==> src/spq_pkg.sv <==
// shared types and constants for the stable priority queue
// no dependencies
`timescale 1ns / 1ps

package spq_pkg;

    localparam int PRI_W = 16;
    localparam int TAG_W = 16;
    localparam int STATUS_W = 2;
    localparam int OCC_W = 5;

    localparam logic OP_ENQUEUE = 1'b0;
    localparam logic OP_DEQUEUE = 1'b1;

    localparam logic [STATUS_W-1:0] ST_OK = 2'd0;
    localparam logic [STATUS_W-1:0] ST_EMPTY = 2'd1;
    localparam logic [STATUS_W-1:0] ST_FULL = 2'd2;

    typedef struct packed {
        logic [PRI_W-1:0] pri;
        logic [TAG_W-1:0] tag;
    } entry_t;

    // broadcast command seen by every cell in the same cycle
    typedef struct packed {
        logic   enq;
        logic   deq;
        entry_t ent;
    } cmd_t;

endpackage

==> src/spq_cell.sv <==
// one slot of the sorted chain: compares against the broadcast entry and
// shifts to or from its neighbors; depends on spq_pkg
`timescale 1ns / 1ps

module spq_cell
    import spq_pkg::*;
#(
    parameter int CNT_W = 5,
    parameter int INDEX = 0
) (
    input  logic             aclk,
    input  cmd_t             cmd,
    input  logic [CNT_W-1:0] count,
    input  logic             take_left,
    input  entry_t           left_ent,
    input  entry_t           right_ent,
    output logic             take,
    output entry_t           ent
);

    localparam logic [CNT_W-1:0] IDX = CNT_W'(INDEX);

    entry_t ent_reg;
    entry_t ent_next;
    logic   occupied;

    assign occupied = count > IDX;
    // new entry goes after everything of equal or higher priority
    assign take = cmd.enq && !(occupied && (ent_reg.pri >= cmd.ent.pri));
    assign ent = ent_reg;

    always_comb begin
        ent_next = ent_reg;
        if (cmd.deq) begin
            ent_next = right_ent;
        end else if (take) begin
            ent_next = take_left ? left_ent : cmd.ent;
        end
    end

    always_ff @(posedge aclk) begin
        ent_reg <= ent_next;
    end

endmodule

==> src/stable_priority_queue.sv <==
// top level of the stable priority queue: chain of spq_cell slots, entry
// count and registered result; depends on spq_pkg and spq_cell
`timescale 1ns / 1ps

// Sorted priority queue of CAPACITY entries, highest priority at the head,
// equal priorities leaving in arrival order. Every slot compares its entry
// with an incoming request in parallel and the chain shifts by one place
// at once, so a request can be taken every cycle while the input is ready,
// and its result appears in the output register in the cycle after
// acceptance. The input is ready whenever the output register is empty or
// being read in the same cycle. There is no clearing pass after reset:
// slots above the entry count are never read.

module stable_priority_queue
    import spq_pkg::*;
#(
    parameter int CAPACITY = 16
) (
    input  logic                aclk,
    input  logic                aresetn,
    input  logic                s_valid,
    output logic                s_ready,
    input  logic                s_opcode,
    input  logic [PRI_W-1:0]    s_priority_req,
    input  logic [TAG_W-1:0]    s_task_tag,
    output logic                m_valid,
    input  logic                m_ready,
    output logic [STATUS_W-1:0] m_status,
    output logic [PRI_W-1:0]    m_out_priority,
    output logic [TAG_W-1:0]    m_out_tag,
    output logic [OCC_W-1:0]    m_occupancy
);

    localparam int CNT_W = $clog2(CAPACITY + 1);
    localparam logic [CNT_W-1:0] CAP = CNT_W'(CAPACITY);

    logic [CNT_W-1:0]    count_reg;
    logic [CNT_W-1:0]    count_next;
    logic                m_valid_reg;
    logic                m_valid_next;
    logic [STATUS_W-1:0] status_reg;
    logic [STATUS_W-1:0] status_next;
    entry_t              out_reg;
    entry_t              out_next;
    logic [OCC_W-1:0]    occ_reg;
    logic [OCC_W-1:0]    occ_next;
    logic [CNT_W+OCC_W-1:0] count_ext;

    logic   accept;
    logic   full;
    logic   empty;
    cmd_t   cmd;
    entry_t cell_ent [CAPACITY];
    entry_t left_ent [CAPACITY];
    entry_t right_ent [CAPACITY];
    logic   take [CAPACITY];
    logic   take_left [CAPACITY];

    assign s_ready = !m_valid_reg || m_ready;
    assign accept = s_valid && s_ready;
    assign full = count_reg == CAP;
    assign empty = count_reg == '0;

    assign cmd.enq = accept && (s_opcode == OP_ENQUEUE) && !full;
    assign cmd.deq = accept && (s_opcode == OP_DEQUEUE) && !empty;
    assign cmd.ent.pri = s_priority_req;
    assign cmd.ent.tag = s_task_tag;

    // neighbor wiring; ends of the chain see the request entry
    always_comb begin
        for (int i = 0; i < CAPACITY; i++) begin
            left_ent[i] = (i == 0) ? cmd.ent : cell_ent[(i == 0) ? 0 : i - 1];
            take_left[i] = (i == 0) ? 1'b0 : take[(i == 0) ? 0 : i - 1];
            right_ent[i] = (i == CAPACITY - 1) ? cmd.ent
                                               : cell_ent[(i == CAPACITY - 1) ? i : i + 1];
        end
    end

    for (genvar g = 0; g < CAPACITY; g++) begin : g_cell
        spq_cell #(
            .CNT_W (CNT_W),
            .INDEX (g)
        ) u_cell (
            .aclk      (aclk),
            .cmd       (cmd),
            .count     (count_reg),
            .take_left (take_left[g]),
            .left_ent  (left_ent[g]),
            .right_ent (right_ent[g]),
            .take      (take[g]),
            .ent       (cell_ent[g])
        );
    end

    always_comb begin
        count_next = count_reg;
        if (cmd.enq) begin
            count_next = count_reg + CNT_W'(1);
        end else if (cmd.deq) begin
            count_next = count_reg - CNT_W'(1);
        end
    end

    assign count_ext = {{OCC_W{1'b0}}, count_next};

    always_comb begin
        m_valid_next = m_valid_reg;
        status_next = status_reg;
        out_next = out_reg;
        occ_next = occ_reg;
        if (accept) begin
            m_valid_next = 1'b1;
            occ_next = count_ext[OCC_W-1:0];
            out_next = '0;
            if (s_opcode == OP_ENQUEUE) begin
                status_next = full ? ST_FULL : ST_OK;
            end else if (empty) begin
                status_next = ST_EMPTY;
            end else begin
                status_next = ST_OK;
                out_next = cell_ent[0];
            end
        end else if (m_ready) begin
            m_valid_next = 1'b0;
        end
    end

    always_ff @(posedge aclk) begin
        if (!aresetn) begin
            count_reg <= '0;
            m_valid_reg <= 1'b0;
        end else begin
            count_reg <= count_next;
            m_valid_reg <= m_valid_next;
        end
    end

    always_ff @(posedge aclk) begin
        status_reg <= status_next;
        out_reg <= out_next;
        occ_reg <= occ_next;
    end

    assign m_valid = m_valid_reg;
    assign m_status = status_reg;
    assign m_out_priority = out_reg.pri;
    assign m_out_tag = out_reg.tag;
    assign m_occupancy = occ_reg;

    a_count_bound: assert property (@(posedge aclk) disable iff (!aresetn)
        count_reg <= CAP)
        else $error("entry count above capacity");

    a_result_follows: assert property (@(posedge aclk) disable iff (!aresetn)
        accept |=> m_valid_reg)
        else $error("accepted request produced no result");

    a_empty_status: assert property (@(posedge aclk) disable iff (!aresetn)
        (accept && (s_opcode == OP_DEQUEUE) && empty) |=> (status_reg == ST_EMPTY))
        else $error("dequeue on empty queue not flagged");

    a_head_sorted: assert property (@(posedge aclk) disable iff (!aresetn)
        (count_reg >= CNT_W'(2)) |-> (cell_ent[0].pri >= cell_ent[1].pri))
        else $error("head entries out of order");

endmodule
==> config.mk <==
export PLATFORM = sky130hd
export DESIGN_NAME = stable_priority_queue
export DESIGN_NICKNAME = d
export VERILOG_FILES = /design/src/spq_pkg.sv /design/src/spq_cell.sv /design/src/stable_priority_queue.sv
export SDC_FILE = /design/constraint.sdc
export NUM_CORES = 1
export LEC_CHECK = 0
export BUFFER_PORTS_ARGS = -buffer_cell sky130_fd_sc_hd__buf_4
export CAP_MARGIN = 20
export CORE_MARGIN = 1
export CORE_UTILIZATION = 30
export DETAILED_ROUTE_END_ITERATION = 10
export GPL_ROUTABILITY_DRIVEN = 0
export PLACE_DENSITY = 0.42
export SETUP_SLACK_MARGIN = 0.3
export SYNTH_ARGS = -nofsm -noshare
export SYNTH_HDL_FRONTEND = slang
export SYNTH_SLANG_ARGS = --single-unit
==> constraint.sdc <==
create_clock -name aclk -period 8.2 [get_ports aclk]
set_input_delay 0.41 -clock aclk [delete_from_list [all_inputs] [get_ports aclk]]
set_output_delay 0.41 -clock aclk [all_outputs]
set_load 0.01 [all_outputs]
==> results.cfg <==
[run_status]
outcome = finished, final reports clean

[setup_path]
start_kind = flop
cp_slowest_cell = and4_4
worstPathRequired_ns = 8.49
cp-end-kind = flop
arrival_ns = 5.13
cp_max_fo = 66
cp_common_cell = buf_4
critPathMaxStageDelay_ns = 0.72
crit_path_cell_trace = inv_1, ha_1, or4b_1, buf_4, and4_4, buf_4, nor2_2, a31o_2, buf_4, clkinv_1, buf_4
path_class = reg2reg

[place]
dp_hpwl_mm = 93.9
numPortBuffers = 77

[pwr]
switchingPower_mw = 3.77
ir_drop_v = 0.000132
combinationalPowerShare_pct = 28.4
p_clk_share_pct = 30.2
intPower_mw = 6.82
leakagePower_nw = 15.5
switching_share_pct = 35.6
seqPwrFrac_pct = 41.4
p_total_mw = 10.6
power_density_nw_per_um2 = 256

[sta]
grt_setup_unrepaired = false
tightest_slew_ns = 1.03
setup_viol = 0
period_needed_ns = 4.84
tns_ns = 0
timing.fmax_mhz = 207
final_hold_viol_count = 0
whs_ns = 0.142
period_share_pct = 59.0
slew_viol_final = 0
slew_headroom_pct = 31.5
finClkSkew_ns = 0.0246

[floorplanning]
die_w_um = 353
start_util_pct = 30.3
pin_count = 78
die_area_sq_um = 124000
die_h_um = 353
rows = 128
core_sq_um = 122000

[synthesis]
ys_types = 70
synth_edf_count = 551
synth-seq-area-share_pct = 45.2
ys_ff_latch = 557
synthFlopType = edfxtp_1
synth_nets = 3919
avgSynthCellArea_sq_um = 10.2
yosys_warnings = 0
syn_inst = 3621
async_flop_share_pct = 0
synthesis.area_sq_um = 36900

[cts]
clock_sinks = 557
h-tree-depth = 3
cts_tree = done
cts_buffers = 72
cts_hold_buf = 2
path_clk_slew_ns = 0.06
clkLatencyLatePin_ns = 0.66
max-clock-path-buffers = 3
cts_root_buffer = clkbuf_16
ctsResizeCount = 0
post_cts_buffers = 0

[routing]
viasPerCell = 5.87
vias = 30446
routed_wl_mm = 135
firstDrtPassIters = 6
wl_per_cell_um = 26.1
drc = 0
initialDrtViolationCount = 2457
drtAntennaViolNets = 0

[grt]
grt_util_met2_pct = 34.5
grt_max_degree = 166
grt_pass1_wl_mm = 204
grt_overflow = 0
globalRouteTotalUtil_pct = 21.2
antenna_found_initial = 5
grtUsageMet3_pct = 2.78
busiest_layer = met2
use_met1_pct = 29.3
grt_pass1_vias = 30495

[layout]
drive_above_1_share_pct = 12.2
largest_register_ffs = 512
num_antenna_cells = 0
nNetsFinal = 3807
fin_util_pct = 33.9
areaGrowthSynthToFinish_pct = 11.9
nFillCells = 12362

[hold_path]
min_path_type = in2reg

[flow_run]
maxCapViolCount = 0
-- power groups by stage --
stage	registers (mW)	logic, mW	clock network, mW
global placement	4.45	2.95	0
floorplan	4.23	2.05	0
finish	4.38	3.01	3.20
detailed placement	4.45	2.98	0
global route	4.45	3.32	3.37
CTS	4.39	2.99	3.28
-- per-layer routing --
metal  vias up  wire (um)
met1     15352      61800
met5         -         37
li1      14019          -
met2       858      63700
met4         6       3710
met3       211       6090
-- layout by cell type, fill, tap and decap left out, types with 48 or more instances in the layout --
master	count
edfxtp_1	551
nand2_1	276
ha_1	261
nor2_1	251
inv_1	213
o21ai_0	179
buf_4	163
a221oi_1	160
a21oi_1	156
a211oi_1	107
nor3_1	105
o21a_1	102
o32ai_1	93
clkbuf_16	74
o221a_2	67
o22ai_1	65
mux2_2	63
mux2i_1	63
a21o_1	52
nand2b_1	48
-- cells by family (layout without fill, tap and decap cells) --
group                      Yosys count  in the layout  share of synthesized area [%]
AOI/OAI and AO/OA                 1271           1271                           25.8
and+or+nand+nor                    834            834                           10.3
buffers and inverters              569            512                           6.21
xor gates and xnor gates             3              3                         0.0712
muxes                              126            126                           3.63
DFF                                557            557                           45.2
adders and majority gates          261            261                           8.85
-- cell usage after synthesis (6+ instances only) --
| cell type | number | area (sq um) |
|---|---|---|
| edfxtp_1 | 551 | 16500 |
| a221o_1 | 9 | 90.1 |
| a21oi_1 | 158 | 791 |
| a221oi_1 | 164 | 1440 |
| ha_1 | 261 | 3270 |
| clkbuf_1 | 271 | 1020 |
| a2bb2oi_1 | 36 | 315 |
| nand3_1 | 27 | 135 |
| a31oi_1 | 14 | 87.6 |
| nor2b_1 | 10 | 62.6 |
| a22oi_1 | 33 | 248 |
| o221a_1 | 29 | 327 |
| a211oi_1 | 108 | 811 |
| o21a_1 | 102 | 766 |
| nor3_1 | 105 | 526 |
| mux2_2 | 63 | 709 |
| and2_1 | 13 | 81.3 |
| nand2b_1 | 49 | 307 |
| a222oi_1 | 32 | 320 |
| buf_2 | 67 | 335 |
| and3_1 | 39 | 244 |
| and4_1 | 15 | 131 |
| buf_1 | 7 | 26.3 |
| nor2_1 | 252 | 946 |
| nand4_1 | 26 | 163 |
| o221a_2 | 67 | 754 |
| mux2i_1 | 63 | 631 |
| o31ai_1 | 7 | 52.6 |
| o21ai_1 | 21 | 105 |
| o21ai_0 | 180 | 901 |
| o32ai_1 | 93 | 815 |
| o221ai_1 | 37 | 324 |
| dfxtp_1 | 6 | 120 |
| a311oi_1 | 35 | 307 |
| inv_1 | 214 | 803 |
| buf_6 | 9 | 101 |
| o22ai_1 | 68 | 425 |
| nand2_1 | 277 | 1040 |
| a21o_1 | 52 | 390 |
-- layout make-up --
type	instances	area, sq um	share of cell area (%)
Clock buffer	94	1940	4.69
Tap cell	1625	2030	4.93
Inverter	214	803	1.95
Multi-Input combinational cell	2495	18200	44.0
Timing Repair Buffer	169	1320	3.21
Sequential cell	557	16700	40.4
Clock inverter	35	338	0.818
-- path summary, 6_finish.rpt --
check                                       from                                  end  slack [ns]  cells after the start
min reg2reg  g_cell[15].u_cell.ent[14]$_DFFE_PP_  g_cell[14].u_cell.ent[14]$_DFFE_PP_        0.53                      2
max                      count_reg[0]$_SDFF_PN0_   g_cell[3].u_cell.ent[29]$_DFFE_PP_        3.36                     11
max reg2reg              count_reg[0]$_SDFF_PN0_   g_cell[3].u_cell.ent[29]$_DFFE_PP_        3.36                     11
min                                      m_ready                 m_valid$_SDFFE_PN0P_        0.14                      3
-- per-stage QoR --
| stage | cells | setup WS, ns | area [sq um] |
|---|---|---|---|
| 2_1_floorplan | 3621 | 3.17 | 36900 |
| 3_3_place_gp | 5056 | 3.43 | 38900 |
| 3_5_place_dp | 5056 | 3.40 | 38900 |
| 4_1_cts | 5187 | 3.36 | 41200 |
| 5_1_grt | 5189 | 3.02 | 41300 |
| 6_report | 5189 | 3.36 | 41300 |
-- critical path: cells and delay by family, from the launching register on --
family	cells	cell delay, ns
compound gates	1	0.30
simple gates	3	1.18
flops	1	0.56
buf+inv	6	2.05
fa+ha+maj	1	0.26
Power figures use the tool's default switching activity.
